[config.mk]
export PLATFORM = sky130hd
export DESIGN_NAME = length_prefixed_wav_deframer_core
export DESIGN_NICKNAME = d
export VERILOG_FILES = /design/src/rtl/lpwd_pkg.sv /design/src/rtl/lpwd_front.sv /design/src/rtl/lpwd_queue.sv /design/src/rtl/lpwd_back.sv /design/src/rtl/length_prefixed_wav_deframer_core.sv
export SDC_FILE = /design/constraint.sdc
export NUM_CORES = 1
export LEC_CHECK = 0
export ABC_AREA = 1
export BUFFER_PORTS_ARGS = -buffer_cell sky130_fd_sc_hd__buf_2
export CORE_MARGIN = 4
export CORE_UTILIZATION = 41
export DETAILED_ROUTE_END_ITERATION = 8
export SLEW_MARGIN = 5
export SYNTH_ARGS = -nofsm -noshare
export SYNTH_HDL_FRONTEND = slang
export SYNTH_SLANG_ARGS = --single-unit
[constraint.sdc]
create_clock -name i_clk -period 4.7 [get_ports i_clk]
set_input_delay 0.47 -clock i_clk [delete_from_list [all_inputs] [get_ports i_clk]]
set_output_delay 0.47 -clock i_clk [all_outputs]
set_load 0.01 [all_outputs]
[src/rtl/lpwd_pkg.sv]
`default_nettype none

package lpwd_pkg;

    localparam int unsigned LEN_W      = 32;
    localparam int unsigned SKIP_W     = 8;
    localparam int unsigned BYTE_W     = 8;
    localparam int unsigned SAMPLE_W   = 16;
    localparam int unsigned LEN_CNT_W  = 2;

    localparam logic [LEN_W-1:0]  MAX_LEN_RST  = 32'd2097152;
    localparam logic [SKIP_W-1:0] HDR_SKIP_RST = 8'd44;

    localparam int unsigned QDEPTH = 4;
    localparam int unsigned QAW    = $clog2(QDEPTH);
    localparam int unsigned QCW    = $clog2(QDEPTH + 1);

    typedef enum logic [1:0] {
        PH_LENGTH  = 2'd0,
        PH_PAYLOAD = 2'd1,
        PH_HALTED  = 2'd2
    } t_phase;

    typedef enum logic [0:0] {
        CFG_MAX_FRAME_LEN = 1'b0,
        CFG_HEADER_SKIP   = 1'b1
    } t_cfg_idx;

    typedef struct packed {
        logic                       sample_valid;
        logic signed [SAMPLE_W-1:0] sample;
        logic                       frame_done;
        logic                       bad_length;
    } t_result;

    typedef struct packed {
        logic    valid;
        t_result data;
    } t_q_push;

    typedef struct packed {
        logic full;
        logic empty;
    } t_q_status;

endpackage

`default_nettype wire

[src/rtl/lpwd_front.sv]
`default_nettype none

module lpwd_front
    import lpwd_pkg::*;
(
    input  wire logic              i_clk,
    input  wire logic              i_rst_n,
    input  wire logic              i_take,
    input  wire logic [BYTE_W-1:0] i_data_byte,
    input  wire logic              i_abort,
    input  wire logic              i_cfg_we,
    input  wire t_cfg_idx          i_cfg_index,
    input  wire logic [LEN_W-1:0]  i_cfg_wdata,
    output t_q_push                o_push
);

    t_phase                 r_phase, n_phase;
    logic [LEN_W-1:0]       r_max_len;
    logic [SKIP_W-1:0]      r_hdr_skip;
    logic [LEN_W-1:0]       r_len_acc, n_len_acc;
    logic [LEN_CNT_W-1:0]   r_len_cnt, n_len_cnt;
    logic [LEN_W-1:0]       r_remaining, n_remaining;
    logic [SKIP_W-1:0]      r_hdr_cnt, n_hdr_cnt;
    logic [BYTE_W-1:0]      r_low_hold, n_low_hold;
    logic                   r_low_held, n_low_held;

    logic [LEN_W-1:0]       w_acc_new;
    logic                   w_len_last;
    logic                   w_len_bad;
    logic [LEN_W-1:0]       w_rem_dec;
    logic                   w_pay_last;
    logic                   w_in_header;

    assign w_acc_new   = {r_len_acc[LEN_W-BYTE_W-1:0], i_data_byte};
    assign w_len_last  = (r_len_cnt == '1);
    assign w_len_bad   = (w_acc_new == '0) || (w_acc_new > r_max_len);
    assign w_rem_dec   = r_remaining - LEN_W'(1);
    assign w_pay_last  = (w_rem_dec == '0);
    assign w_in_header = (r_hdr_cnt < r_hdr_skip);

    // Configuration registers; a write takes effect once it is registered.
    always_ff @(posedge i_clk) begin
        if (!i_rst_n) begin
            r_max_len  <= MAX_LEN_RST;
            r_hdr_skip <= HDR_SKIP_RST;
        end else if (i_cfg_we) begin
            case (i_cfg_index)
                CFG_MAX_FRAME_LEN: r_max_len  <= i_cfg_wdata;
                CFG_HEADER_SKIP:   r_hdr_skip <= i_cfg_wdata[SKIP_W-1:0];
                default: ;
            endcase
        end
    end

    // Next phase.
    always_comb begin
        n_phase = r_phase;
        if (i_take) begin
            if (i_abort) begin
                n_phase = PH_LENGTH;
            end else begin
                case (r_phase)
                    PH_LENGTH: begin
                        if (w_len_last) begin
                            n_phase = w_len_bad ? PH_HALTED : PH_PAYLOAD;
                        end
                    end
                    PH_PAYLOAD: begin
                        if (w_pay_last) begin
                            n_phase = PH_LENGTH;
                        end
                    end
                    PH_HALTED: n_phase = PH_HALTED;
                    default:   n_phase = PH_LENGTH;
                endcase
            end
        end
    end

    // Datapath and result classification.
    always_comb begin
        n_len_acc   = r_len_acc;
        n_len_cnt   = r_len_cnt;
        n_remaining = r_remaining;
        n_hdr_cnt   = r_hdr_cnt;
        n_low_hold  = r_low_hold;
        n_low_held  = r_low_held;
        o_push      = '0;
        if (i_take) begin
            if (i_abort) begin
                n_len_acc   = '0;
                n_len_cnt   = '0;
                n_remaining = '0;
                n_hdr_cnt   = '0;
                n_low_hold  = '0;
                n_low_held  = 1'b0;
            end else begin
                case (r_phase)
                    PH_LENGTH: begin
                        n_len_acc = w_acc_new;
                        n_len_cnt = r_len_cnt + LEN_CNT_W'(1);
                        if (w_len_last) begin
                            if (w_len_bad) begin
                                o_push.valid           = 1'b1;
                                o_push.data.bad_length = 1'b1;
                            end else begin
                                n_remaining = w_acc_new;
                                n_len_acc   = '0;
                                n_hdr_cnt   = '0;
                                n_low_hold  = '0;
                                n_low_held  = 1'b0;
                            end
                        end
                    end
                    PH_PAYLOAD: begin
                        n_remaining = w_rem_dec;
                        if (w_in_header) begin
                            n_hdr_cnt = r_hdr_cnt + SKIP_W'(1);
                        end else if (!r_low_held) begin
                            n_low_hold = i_data_byte;
                            n_low_held = 1'b1;
                        end else begin
                            o_push.valid             = 1'b1;
                            o_push.data.sample_valid = 1'b1;
                            o_push.data.sample       = {i_data_byte, r_low_hold};
                            n_low_hold               = '0;
                            n_low_held               = 1'b0;
                        end
                        if (w_pay_last) begin
                            o_push.valid           = 1'b1;
                            o_push.data.frame_done = 1'b1;
                            n_len_acc   = '0;
                            n_len_cnt   = '0;
                            n_remaining = '0;
                            n_hdr_cnt   = '0;
                            n_low_hold  = '0;
                            n_low_held  = 1'b0;
                        end
                    end
                    default: ;
                endcase
            end
        end
    end

    always_ff @(posedge i_clk) begin
        if (!i_rst_n) begin
            r_phase     <= PH_LENGTH;
            r_len_acc   <= '0;
            r_len_cnt   <= '0;
            r_remaining <= '0;
            r_hdr_cnt   <= '0;
            r_low_hold  <= '0;
            r_low_held  <= 1'b0;
        end else begin
            r_phase     <= n_phase;
            r_len_acc   <= n_len_acc;
            r_len_cnt   <= n_len_cnt;
            r_remaining <= n_remaining;
            r_hdr_cnt   <= n_hdr_cnt;
            r_low_hold  <= n_low_hold;
            r_low_held  <= n_low_held;
        end
    end

endmodule

`default_nettype wire

[src/rtl/lpwd_queue.sv]
`default_nettype none

module lpwd_queue
    import lpwd_pkg::*;
(
    input  wire logic    i_clk,
    input  wire logic    i_rst_n,
    input  wire t_q_push i_push,
    input  wire logic    i_pop,
    output t_result      o_pop_data,
    output t_q_status    o_status
);

    t_result          r_mem [QDEPTH];
    logic [QAW-1:0]   r_wr_ptr, n_wr_ptr;
    logic [QAW-1:0]   r_rd_ptr, n_rd_ptr;
    logic [QCW-1:0]   r_count, n_count;
    logic             w_push;
    logic             w_pop;

    assign o_status.full  = (r_count == QCW'(QDEPTH));
    assign o_status.empty = (r_count == '0);
    assign w_push = i_push.valid && !o_status.full;
    assign w_pop  = i_pop && !o_status.empty;
    assign o_pop_data = r_mem[r_rd_ptr];

    always_comb begin
        n_wr_ptr = w_push ? r_wr_ptr + QAW'(1) : r_wr_ptr;
        n_rd_ptr = w_pop  ? r_rd_ptr + QAW'(1) : r_rd_ptr;
        n_count  = r_count;
        if (w_push && !w_pop) begin
            n_count = r_count + QCW'(1);
        end else if (w_pop && !w_push) begin
            n_count = r_count - QCW'(1);
        end
    end

    always_ff @(posedge i_clk) begin
        if (w_push) begin
            r_mem[r_wr_ptr] <= i_push.data;
        end
    end

    always_ff @(posedge i_clk) begin
        if (!i_rst_n) begin
            r_wr_ptr <= '0;
            r_rd_ptr <= '0;
            r_count  <= '0;
        end else begin
            r_wr_ptr <= n_wr_ptr;
            r_rd_ptr <= n_rd_ptr;
            r_count  <= n_count;
        end
    end

endmodule

`default_nettype wire

[src/rtl/lpwd_back.sv]
`default_nettype none

module lpwd_back
    import lpwd_pkg::*;
(
    input  wire logic      i_clk,
    input  wire logic      i_rst_n,
    input  wire t_q_status i_status,
    input  wire t_result   i_data,
    output logic           o_pop,
    output logic           o_tvalid,
    input  wire logic      i_tready,
    output t_result        o_result
);

    logic    r_valid, n_valid;
    t_result r_result;

    assign o_pop    = !i_status.empty && (!r_valid || i_tready);
    assign o_tvalid = r_valid;
    assign o_result = r_result;

    always_comb begin
        n_valid = r_valid;
        if (o_pop) begin
            n_valid = 1'b1;
        end else if (i_tready) begin
            n_valid = 1'b0;
        end
    end

    always_ff @(posedge i_clk) begin
        if (o_pop) begin
            r_result <= i_data;
        end
    end

    always_ff @(posedge i_clk) begin
        if (!i_rst_n) begin
            r_valid <= 1'b0;
        end else begin
            r_valid <= n_valid;
        end
    end

endmodule

`default_nettype wire

[src/rtl/length_prefixed_wav_deframer_core.sv]
// Length-prefixed WAV deframer.
// Input stream (s_axis): one byte of the response stream per transaction in
// tdata[7:0]; tuser[0] is an abort flag that drops the byte and returns the
// parser to waiting for a 4-byte big-endian length.
// Output stream (m_axis): at most one transaction per input byte. tdata carries
// the stereo pair (left in [15:0], right in [31:16]), tuser[0] marks a sample,
// tuser[1] a bad frame length, and tlast the last byte of a frame.
// Configuration: i_cfg_we writes i_cfg_wdata to register i_cfg_index
// (0 = maximum frame length, 1 = WAV header bytes skipped per frame).
// Throughput is one byte per cycle while the queue has room. The parser in the
// front part finishes each byte in the cycle it is accepted; a result then
// passes through a four-entry queue and an output register before it is
// offered on m_axis.
// Synchronous active-low reset returns the parser to waiting for a length and
// the registers to their defaults (2 MiB maximum, 44-byte header).
// When the receiver stalls, results collect in the queue; once it is full,
// s_axis_tready drops until the receiver takes a result.
`default_nettype none

module length_prefixed_wav_deframer_core
    import lpwd_pkg::*;
(
    input  wire logic              i_clk,
    input  wire logic              i_rst_n,
    // Input byte stream.
    input  wire logic              s_axis_tvalid,
    output logic                   s_axis_tready,
    input  wire logic [BYTE_W-1:0] s_axis_tdata,   // [7:0] data_byte
    input  wire logic [0:0]        s_axis_tuser,   // [0] abort
    // Result stream.
    output logic                   m_axis_tvalid,
    input  wire logic              m_axis_tready,
    output logic [31:0]            m_axis_tdata,   // [15:0] left_sample, [31:16] right_sample
    output logic [1:0]             m_axis_tuser,   // [0] sample_valid, [1] bad_length
    output logic                   m_axis_tlast,   // frame_done
    // Configuration write port.
    input  wire logic              i_cfg_we,
    input  wire logic [0:0]        i_cfg_index,
    input  wire logic [LEN_W-1:0]  i_cfg_wdata
);

    t_q_push   w_push;
    t_q_status w_status;
    t_result   w_q_data;
    t_result   w_out;
    logic      w_pop;
    logic      w_take;

    // The front part stalls only when the queue has no room for a result.
    assign s_axis_tready = !w_status.full;
    assign w_take        = s_axis_tvalid && s_axis_tready;

    lpwd_front u_front (
        .i_clk       (i_clk),
        .i_rst_n     (i_rst_n),
        .i_take      (w_take),
        .i_data_byte (s_axis_tdata),
        .i_abort     (s_axis_tuser[0]),
        .i_cfg_we    (i_cfg_we),
        .i_cfg_index (t_cfg_idx'(i_cfg_index)),
        .i_cfg_wdata (i_cfg_wdata),
        .o_push      (w_push)
    );

    lpwd_queue u_queue (
        .i_clk      (i_clk),
        .i_rst_n    (i_rst_n),
        .i_push     (w_push),
        .i_pop      (w_pop),
        .o_pop_data (w_q_data),
        .o_status   (w_status)
    );

    lpwd_back u_back (
        .i_clk    (i_clk),
        .i_rst_n  (i_rst_n),
        .i_status (w_status),
        .i_data   (w_q_data),
        .o_pop    (w_pop),
        .o_tvalid (m_axis_tvalid),
        .i_tready (m_axis_tready),
        .o_result (w_out)
    );

    // The mono sample is copied to both channels.
    assign m_axis_tdata = {w_out.sample, w_out.sample};
    assign m_axis_tuser = {w_out.bad_length, w_out.sample_valid};
    assign m_axis_tlast = w_out.frame_done;

endmodule

`default_nettype wire

==> results of run 1 <==
## metrics by stage
step	hold WS, ns	area, µm²	setup slack, ns
after floorplan	0.433	11500	1.58
after global placement	0.446	12100	1.08
after detailed placement	0.451	12100	1.01
after CTS	0.160	13000	0.984
after global routing	0.181	13000	0.464
final	0.170	13000	0.987
## worst reg2reg max path: stages (launching register included)
cell and delay [ns]:
sky130_fd_sc_hd__dfxtp_1 0.34, sky130_fd_sc_hd__inv_1 0.14, sky130_fd_sc_hd__ha_1 0.27, sky130_fd_sc_hd__nand2_2 0.14, sky130_fd_sc_hd__nor2_4 0.32, sky130_fd_sc_hd__nand2_1 0.19
sky130_fd_sc_hd__o21ai_1 0.21, sky130_fd_sc_hd__nand2_1 0.12, sky130_fd_sc_hd__nor2_2 0.13, sky130_fd_sc_hd__nand2_2 0.08, sky130_fd_sc_hd__nor2_1 0.10, sky130_fd_sc_hd__nand3_1 0.17
sky130_fd_sc_hd__nand3_1 0.20, sky130_fd_sc_hd__nand2_1 0.15, sky130_fd_sc_hd__inv_1 0.09, sky130_fd_sc_hd__ha_1 0.14, sky130_fd_sc_hd__inv_1 0.07, sky130_fd_sc_hd__fa_1 0.39
sky130_fd_sc_hd__nor2_1 0.11, sky130_fd_sc_hd__nor2_1 0.04, sky130_fd_sc_hd__nand2_1 0.07, sky130_fd_sc_hd__o21ai_0 0.07, sky130_fd_sc_hd__a21oi_1 0.13
## state kept, by name (all words and copies together) (netlist names)
name	count
u_back.o_tvalid	1
u_front.r_remaining	32
u_front.r_low_hold	8
u_front.r_len_acc	24
u_front.r_len_cnt	2
u_front.r_hdr_skip	8
u_front.r_max_len	32
u_front.r_low_held	1
u_front.r_phase	2
u_queue.r_wr_ptr	2
u_front.r_hdr_cnt	8
u_queue.r_rd_ptr	2
u_queue.r_mem	76
u_back.o_result	19
u_queue.r_count	3
## cell type report
| class | instances | share of cell area, % |
|---|---|---|
| sequential | 220 | 41.3 |
| multi-input combinational | 1001 | 39.4 |
| clock buffer | 32 | 5.34 |
| inverter | 174 | 5.04 |
| timing repair buffer | 100 | 4.19 |
| tap | 378 | 3.65 |
| clock inverter | 13 | 1.10 |
## cells in the final DEF, fill, tap and decap left out, drive strengths merged, types with 2 or more instances in the layout
| cell | instances |
|---|---|
| xnor2 | 3 |
| nor2 | 230 |
| or2 | 2 |
| clkinv | 11 |
| a22oi | 8 |
| a21oi | 120 |
| a211oi | 2 |
| nor4 | 3 |
| nand3b | 2 |
| nor3 | 7 |
| xor2 | 3 |
| o21a | 3 |
| ha | 48 |
| o21ai | 130 |
| nand4 | 27 |
| edfxtp | 95 |
| bufinv | 2 |
| nand2 | 287 |
| clkinvlp | 3 |
| inv | 171 |
| o211ai | 5 |
| buf | 100 |
| clkbuf | 32 |
| o22ai | 29 |
| dfxtp | 125 |
| nand3 | 87 |
## path summary, 6_finish.rpt
check / depth (start not counted) / slack, ns / end
hold reg to reg: 2 / 0.45 / u_front.r_max_len[3]
setup / recovery: 22 / 0.99 / u_queue.r_count[2]
setup reg to reg: 22 / 0.99 / u_queue.r_count[2]
hold / removal: 3 / 0.17 / u_front.r_max_len[21]
## cell families (layout without fill, tap and decap cells)
logic type,after synthesis,count (layout),synth area share [%]
xor gates and xnor gates,6,6,0.458
adders and majority gates,49,49,5.40
and+or+nand+nor,647,647,24.7
AOI/OAI and AO/OA,299,299,13.8
DFF,220,220,46.6
buffers and inverters,247,319,9.06
## report_power, final
part,switching (mW),internal (mW),total (mW)
Sequential,0.188,2.30,2.49
Combinational,1.81,0.848,2.66
Clock,0.801,1.16,1.96
Total,2.80,4.31,7.11
## per-layer routing
layer	track usage (%)	part of all wire, %	up-vias
li1	-	-	4965
met1	27.8	46	4496
met2	31.6	46	295
met3	2.56	5.3	52
met4	5.50	2.7	0
met5	0	0	-
==> flow_summary.rst, run 1 <==
.. list-table::
   :header-rows: 1

   * - Metric
     - Value
   * - Final Wtd Congestion
     - 0.908
   * - Area leader, netlist
     - sky130_fd_sc_hd__edfxtp_1
   * - HPWL reported at the end of detailed placement
     - 22400 µm
   * - Root buffer selected by CTS
     - sky130_fd_sc_hd__clkbuf_16
   * - Worst hold path type
     - input port to register
   * - Area growth from synthesis to layout
     - 12.8%
   * - Starting density of the core
     - 41.5%
   * - Critical path startpoint category
     - register
   * - Critical-path cell with the highest stage delay
     - sky130_fd_sc_hd__fa_1
   * - Number of gates resized after CTS
     - 0
   * - Sequential area share after synthesis
     - 46.6%
   * - Count of distinct cell types in the synthesized netlist
     - 44
   * - Data required time of the critical path
     - 5.17 ns
   * - Period utilisation layout
     - 79.0%
   * - Number of enable flip-flop cells after synthesis
     - 95
   * - Die Y-Extent
     - 175 µm
   * - Total Die Area
     - 30800 µm²
   * - Syn Nets
     - 1564
   * - Worst setup path startpoint
     - u_front.r_remaining[0]
   * - Initial detailed-routing violation count
     - 798
   * - Highest achievable clock rate
     - 269 MHz
   * - Pin count of the biggest net entering global routing
     - 68
   * - Port Buffers
     - 83
   * - Ratio of routed vias to standard cells
     - 5.11
   * - Total Power Consumption
     - 7.11 mW
   * - Category of the critical setup timing path
     - register to register
   * - Vias in the first global route
     - 8892
   * - Fraction of final layout cells sized beyond drive strength 1
     - 12.2%
   * - Final critical delay including setup and external delays
     - 3.71 ns
   * - Dominant delay contributor by cell family on the critical path
     - simple AND/OR/NAND/NOR gates
   * - Maximum number of buffers from clock root to sink
     - 3
   * - Chip width
     - 175 µm
   * - Row Count
     - 61
   * - DR DRC count
     - 0
   * - Routed via count
     - 9808
   * - Slowest stage delay, CP
     - 0.39 ns
   * - Mapped cell area
     - 11500 µm²
   * - Util after Layout
     - 46.8%
   * - Ys flop type
     - sky130_fd_sc_hd__dfxtp_1
   * - Final max-slew violation count
     - 0
   * - Clock slew at reported path FFs
     - 0.06 ns
   * - Maximum VDD drop
     - 0.254 mV
   * - Setup repair after global routing missed its margin
     - false
   * - Startpoint of the worst-slack reg-to-reg timing path
     - u_front.r_remaining[0]
   * - Synthesized area per cell
     - 7.83 µm²
   * - Number of placed cells counting well taps
     - 1873
   * - Sum of routed wire length over all layers
     - 31000 µm
   * - Leading post-synthesis cells by instance count
     - 275 x sky130_fd_sc_hd__nand2_1, 208 x sky130_fd_sc_hd__nor2_1, 165 x sky130_fd_sc_hd__inv_1
   * - Global-route wire length before repair
     - 48700 µm
   * - Pwr dens
     - 548 nW/µm²
   * - Multi-input gate area in the final layout
     - 5100 µm²
   * - Final-layout setup total negative slack
     - 0 ns
   * - Leak pwr
     - 5.53 nW
   * - Ant. Diodes
     - 0
   * - Post-route insts no fill
     - 1918
   * - Overflow left after global routing
     - 0
   * - Count of yosys warnings during synthesis
     - 0
   * - Clk sinks
     - 220
   * - Clock Latency Late Sink
     - 0.54 ns
   * - Share of the synthesized area in the top cell type
     - 24.8%
   * - Worst-path maximum fanout
     - 12
   * - Share of async-settable or async-resettable flops after synthesis
     - 0%
   * - H-tree depth
     - 1
   * - Critical path cell sequence
     - inv_1, ha_1, nand2_2, nor2_4, nand2_1, o21ai_1, nand2_1, nor2_2, nand2_2, nor2_1, nand3_1, nand3_1, nand2_1, inv_1, ha_1, inv_1, fa_1, nor2_1, nor2_1, nand2_1, o21ai_0, a21oi_1
   * - Status
     - completed
   * - Routed wirelength normalized by instance count
     - 16.2 µm
   * - Syn Inst Count
     - 1468
   * - Sequential standard cell area
     - 5360 µm²
   * - Number of clock buffers inserted by TritonCTS
     - 25
   * - Final setup viols
     - 0
   * - Number of buffers added to fix hold violations after cts
     - 0
   * - Arrival time at the worst endpoint
     - 4.18 ns
   * - Layout net count
     - 1618
   * - Residual antenna-violating net count after detailed routing
     - 0
   * - Largest cells by area after synthesis
     - sky130_fd_sc_hd__edfxtp_1 25%, sky130_fd_sc_hd__dfxtp_1 22%, sky130_fd_sc_hd__nand2_1 9.0%
   * - Initial DRT Pass Iterations
     - 8
   * - Post-CTS Setup Inserts
     - 0
   * - Worst setup skew after layout
     - 0.0124 ns
   * - TritonCTS clock tree
     - yes
   * - CP Buf/Inv Count
     - 3
   * - Sort of element at the end of the critical path
     - register
   * - Most repeated library cell on the critical path
     - sky130_fd_sc_hd__nand2_1
   * - Final-layout fill cell count
     - 2807
   * - Number of top-level pins
     - 84
   * - Core footprint
     - 27700 µm²
   * - Slew at the pin closest to its max-slew limit
     - 1.15 ns
   * - Final hold vios
     - 0
   * - Number of register bits inferred by synthesis
     - 220
   * - Hold_sp
     - i_cfg_wdata[21]
   * - Max cap viols
     - 0
   * - Normalized max-slew margin
     - 23.0%
   * - Number of antenna violations at the first check in global routing
     - 0
   * - Tot GR Track Use
     - 19.6%
   * - Most used standard cell by instance count after synthesis
     - sky130_fd_sc_hd__nand2_1
Power figures use the tool's default switching activity.
==> inputs of run 2 (changes only) <==
clock period = 3.65 ns   (was 4.7 ns; I/O delays follow)
==> flow_summary.rst, run 2 (same netlist as run 1, synthesis figures left out) <==
.. list-table::
   :header-rows: 1

   * - Metric
     - Value
   * - Status
     - completed
   * - Worst setup skew after layout
     - 0.0166 ns
   * - TritonCTS clock tree
     - yes
   * - Routed wirelength normalized by instance count
     - 16.2 µm
   * - Busiest layer in global routing
     - met2
   * - Initial DRT Pass Iterations
     - 5
   * - Residual antenna-violating net count after detailed routing
     - 0
   * - Data required time of the critical path
     - 4.10 ns
   * - Most frequent cells in the layout
     - 275 x sky130_fd_sc_hd__nand2_1, 206 x sky130_fd_sc_hd__nor2_1, 165 x sky130_fd_sc_hd__inv_1, 125 x sky130_fd_sc_hd__dfxtp_1, 124 x sky130_fd_sc_hd__o21ai_0
   * - Normalized max-slew margin
     - 21.9%
   * - Registers with the most flip-flops
     - u_queue.r_mem (76), u_front.r_max_len (32), u_front.r_remaining (32)
   * - Met1 track demand over resource
     - 27.8%
   * - Clk sinks
     - 220
   * - Final hold vios
     - 0
   * - Arrival time at the worst endpoint
     - 3.80 ns
   * - Slowest stage delay, CP
     - 0.38 ns
   * - Top reg by flops
     - u_queue.r_mem
   * - Routed via count
     - 9959
   * - Sum of routed wire length over all layers
     - 31400 µm
   * - Maximum VDD drop
     - 0.287 mV
   * - Fraction of final layout cells sized beyond drive strength 1
     - 13.3%
   * - Summed area of non-filler cells in the final layout
     - 13100 µm²
   * - Ant. Diodes
     - 0
   * - Placed inst area
     - 12200 µm²
   * - Root buffer selected by CTS
     - sky130_fd_sc_hd__clkbuf_16
   * - Sort of element at the end of the critical path
     - register
   * - Critical path startpoint category
     - register
   * - Vias in the first global route
     - 9038
   * - Total Die Area
     - 30800 µm²
   * - Final Wtd Congestion
     - 0.921
   * - Critical-path cell with the highest stage delay
     - sky130_fd_sc_hd__fa_1
   * - Maximum number of buffers from clock root to sink
     - 3
   * - Period utilisation layout
     - 91.9%
   * - Pwr dens
     - 711 nW/µm²
   * - DR DRC count
     - 0
   * - H-tree depth
     - 1
   * - Most common cell after layout, fill and taps aside
     - sky130_fd_sc_hd__nand2_1
   * - Most repeated library cell on the critical path
     - sky130_fd_sc_hd__nand2_1
   * - HPWL reported at the end of detailed placement
     - 22500 µm
   * - Row Count
     - 61
   * - Final max-slew violation count
     - 0
   * - Ratio of routed vias to standard cells
     - 5.16
   * - Worst hold path type
     - input port to register
   * - Final setup viols
     - 0
   * - Met2 routing resource usage after global routing
     - 32.6%
   * - Total Power Consumption
     - 9.34 mW
   * - Chip width
     - 175 µm
   * - Global-route wire length before repair
     - 49200 µm
   * - Slew at the pin closest to its max-slew limit
     - 1.17 ns
   * - Port Buffers
     - 83
   * - Initial detailed-routing violation count
     - 901
   * - Worst-path maximum fanout
     - 5
   * - Area growth from synthesis to layout
     - 14.4%
   * - Overflow left after global routing
     - 0
   * - Final critical delay including setup and external delays
     - 3.35 ns
   * - Met3 usage in global routing
     - 2.50%
   * - Setup slack, reg-to-reg
     - 0.30 ns
   * - Core footprint
     - 27700 µm²
   * - Max cap viols
     - 0
   * - Clock Latency Late Sink
     - 0.53 ns
   * - Leak pwr
     - 5.61 nW
   * - Starting density of the core
     - 41.5%
   * - Die Y-Extent
     - 175 µm
   * - Number of top-level pins
     - 84
   * - Number of antenna violations at the first check in global routing
     - 0
   * - Pin count of the biggest net entering global routing
     - 47
   * - Clock slew at reported path FFs
     - 0.07 ns
   * - Tot GR Track Use
     - 19.8%
   * - Largest register FFs
     - 76
   * - Number of buffers added to fix hold violations after cts
     - 0
   * - Layout net count
     - 1631
   * - Category of the critical setup timing path
     - register to register
   * - Highest achievable clock rate
     - 298 MHz
   * - Number of clock buffers inserted by TritonCTS
     - 24
==> run 2: cell count changes in the layout (fill, tap and decap cells not counted), sizes merged <==
cell	delta
buf	+14
clkinvlp	+2
inv	-2
clkbuf	-3
bufinv	+2
==> run 2: what timing repair did <==
item                       4_1_cts  5_1_grt
gates resized for setup          0        6
setup endpoints to repair        0        2
buffers inserted                 0        4
==> run 2: layer usage <==
layer | share of wire [%] | vias up
li1 | - | 5002
met1 | 46 | 4573
met2 | 46 | 328
met3 | 6.0 | 56
met4 | 2.5 | 0
met5 | 0 | -
==> run 2: power breakdown <==
part | switching [mW] | internal [mW] | total, mW
Sequential | 0.242 | 2.96 | 3.20
Clock | 1.03 | 1.54 | 2.57
Combinational | 2.39 | 1.18 | 3.57
Total | 3.66 | 5.68 | 9.34
==> run 2: cell type report <==
| type | instances | area [µm²] |
|---|---|---|
| Timing Repair Buffer | 114 | 686 |
| Fill cell | 2738 | 14600 |
| Clock inverter | 15 | 205 |
| Multi-Input combinational cell | 1001 | 5130 |
| Inverter | 174 | 653 |
| Clock buffer | 29 | 639 |
| Sequential cell | 220 | 5360 |
| Tap cell | 378 | 473 |
==> run 2: per-stage QoR <==
stage | utilization, % | instances | TNS (ns) | hold slack, ns | setup slack (ns)
after floorplan | - | 1468 | 0 | 0.433 | 0.528
after global routing | 47.5 | 1931 | -0.00311 | 0.0703 | -0.00311
final | 47.5 | 1931 | 0 | 0.0722 | 0.297
after global placement | 44.1 | 1883 | 0 | 0.445 | 0.172
after detailed placement | 44.1 | 1883 | 0 | 0.454 | 0.106
after CTS | 47.2 | 1927 | 0 | 0.0634 | 0.0764
==> run 2: path summary, 6_finish.rpt <==
check	from	to	depth (start not counted)
hold reg to reg	u_front.r_max_len[9]	u_front.r_max_len[9]	2
hold / removal	i_cfg_wdata[21]	u_front.r_max_len[21]	3
setup reg to reg	u_front.r_remaining[0]	u_queue.r_count[2]	25
setup / recovery	u_front.r_remaining[0]	u_queue.r_count[2]	25
==> run 2: critical path, delay by kind of cell (launching register included) <==
kind	cells	cell delay [ns]
flip-flops	1	0.31
AND/OR/NAND/NOR	15	1.46
AO/OA/AOI/OAI	2	0.21
buffers and inverters	5	0.56
adder cells (fa/ha/maj)	3	0.73
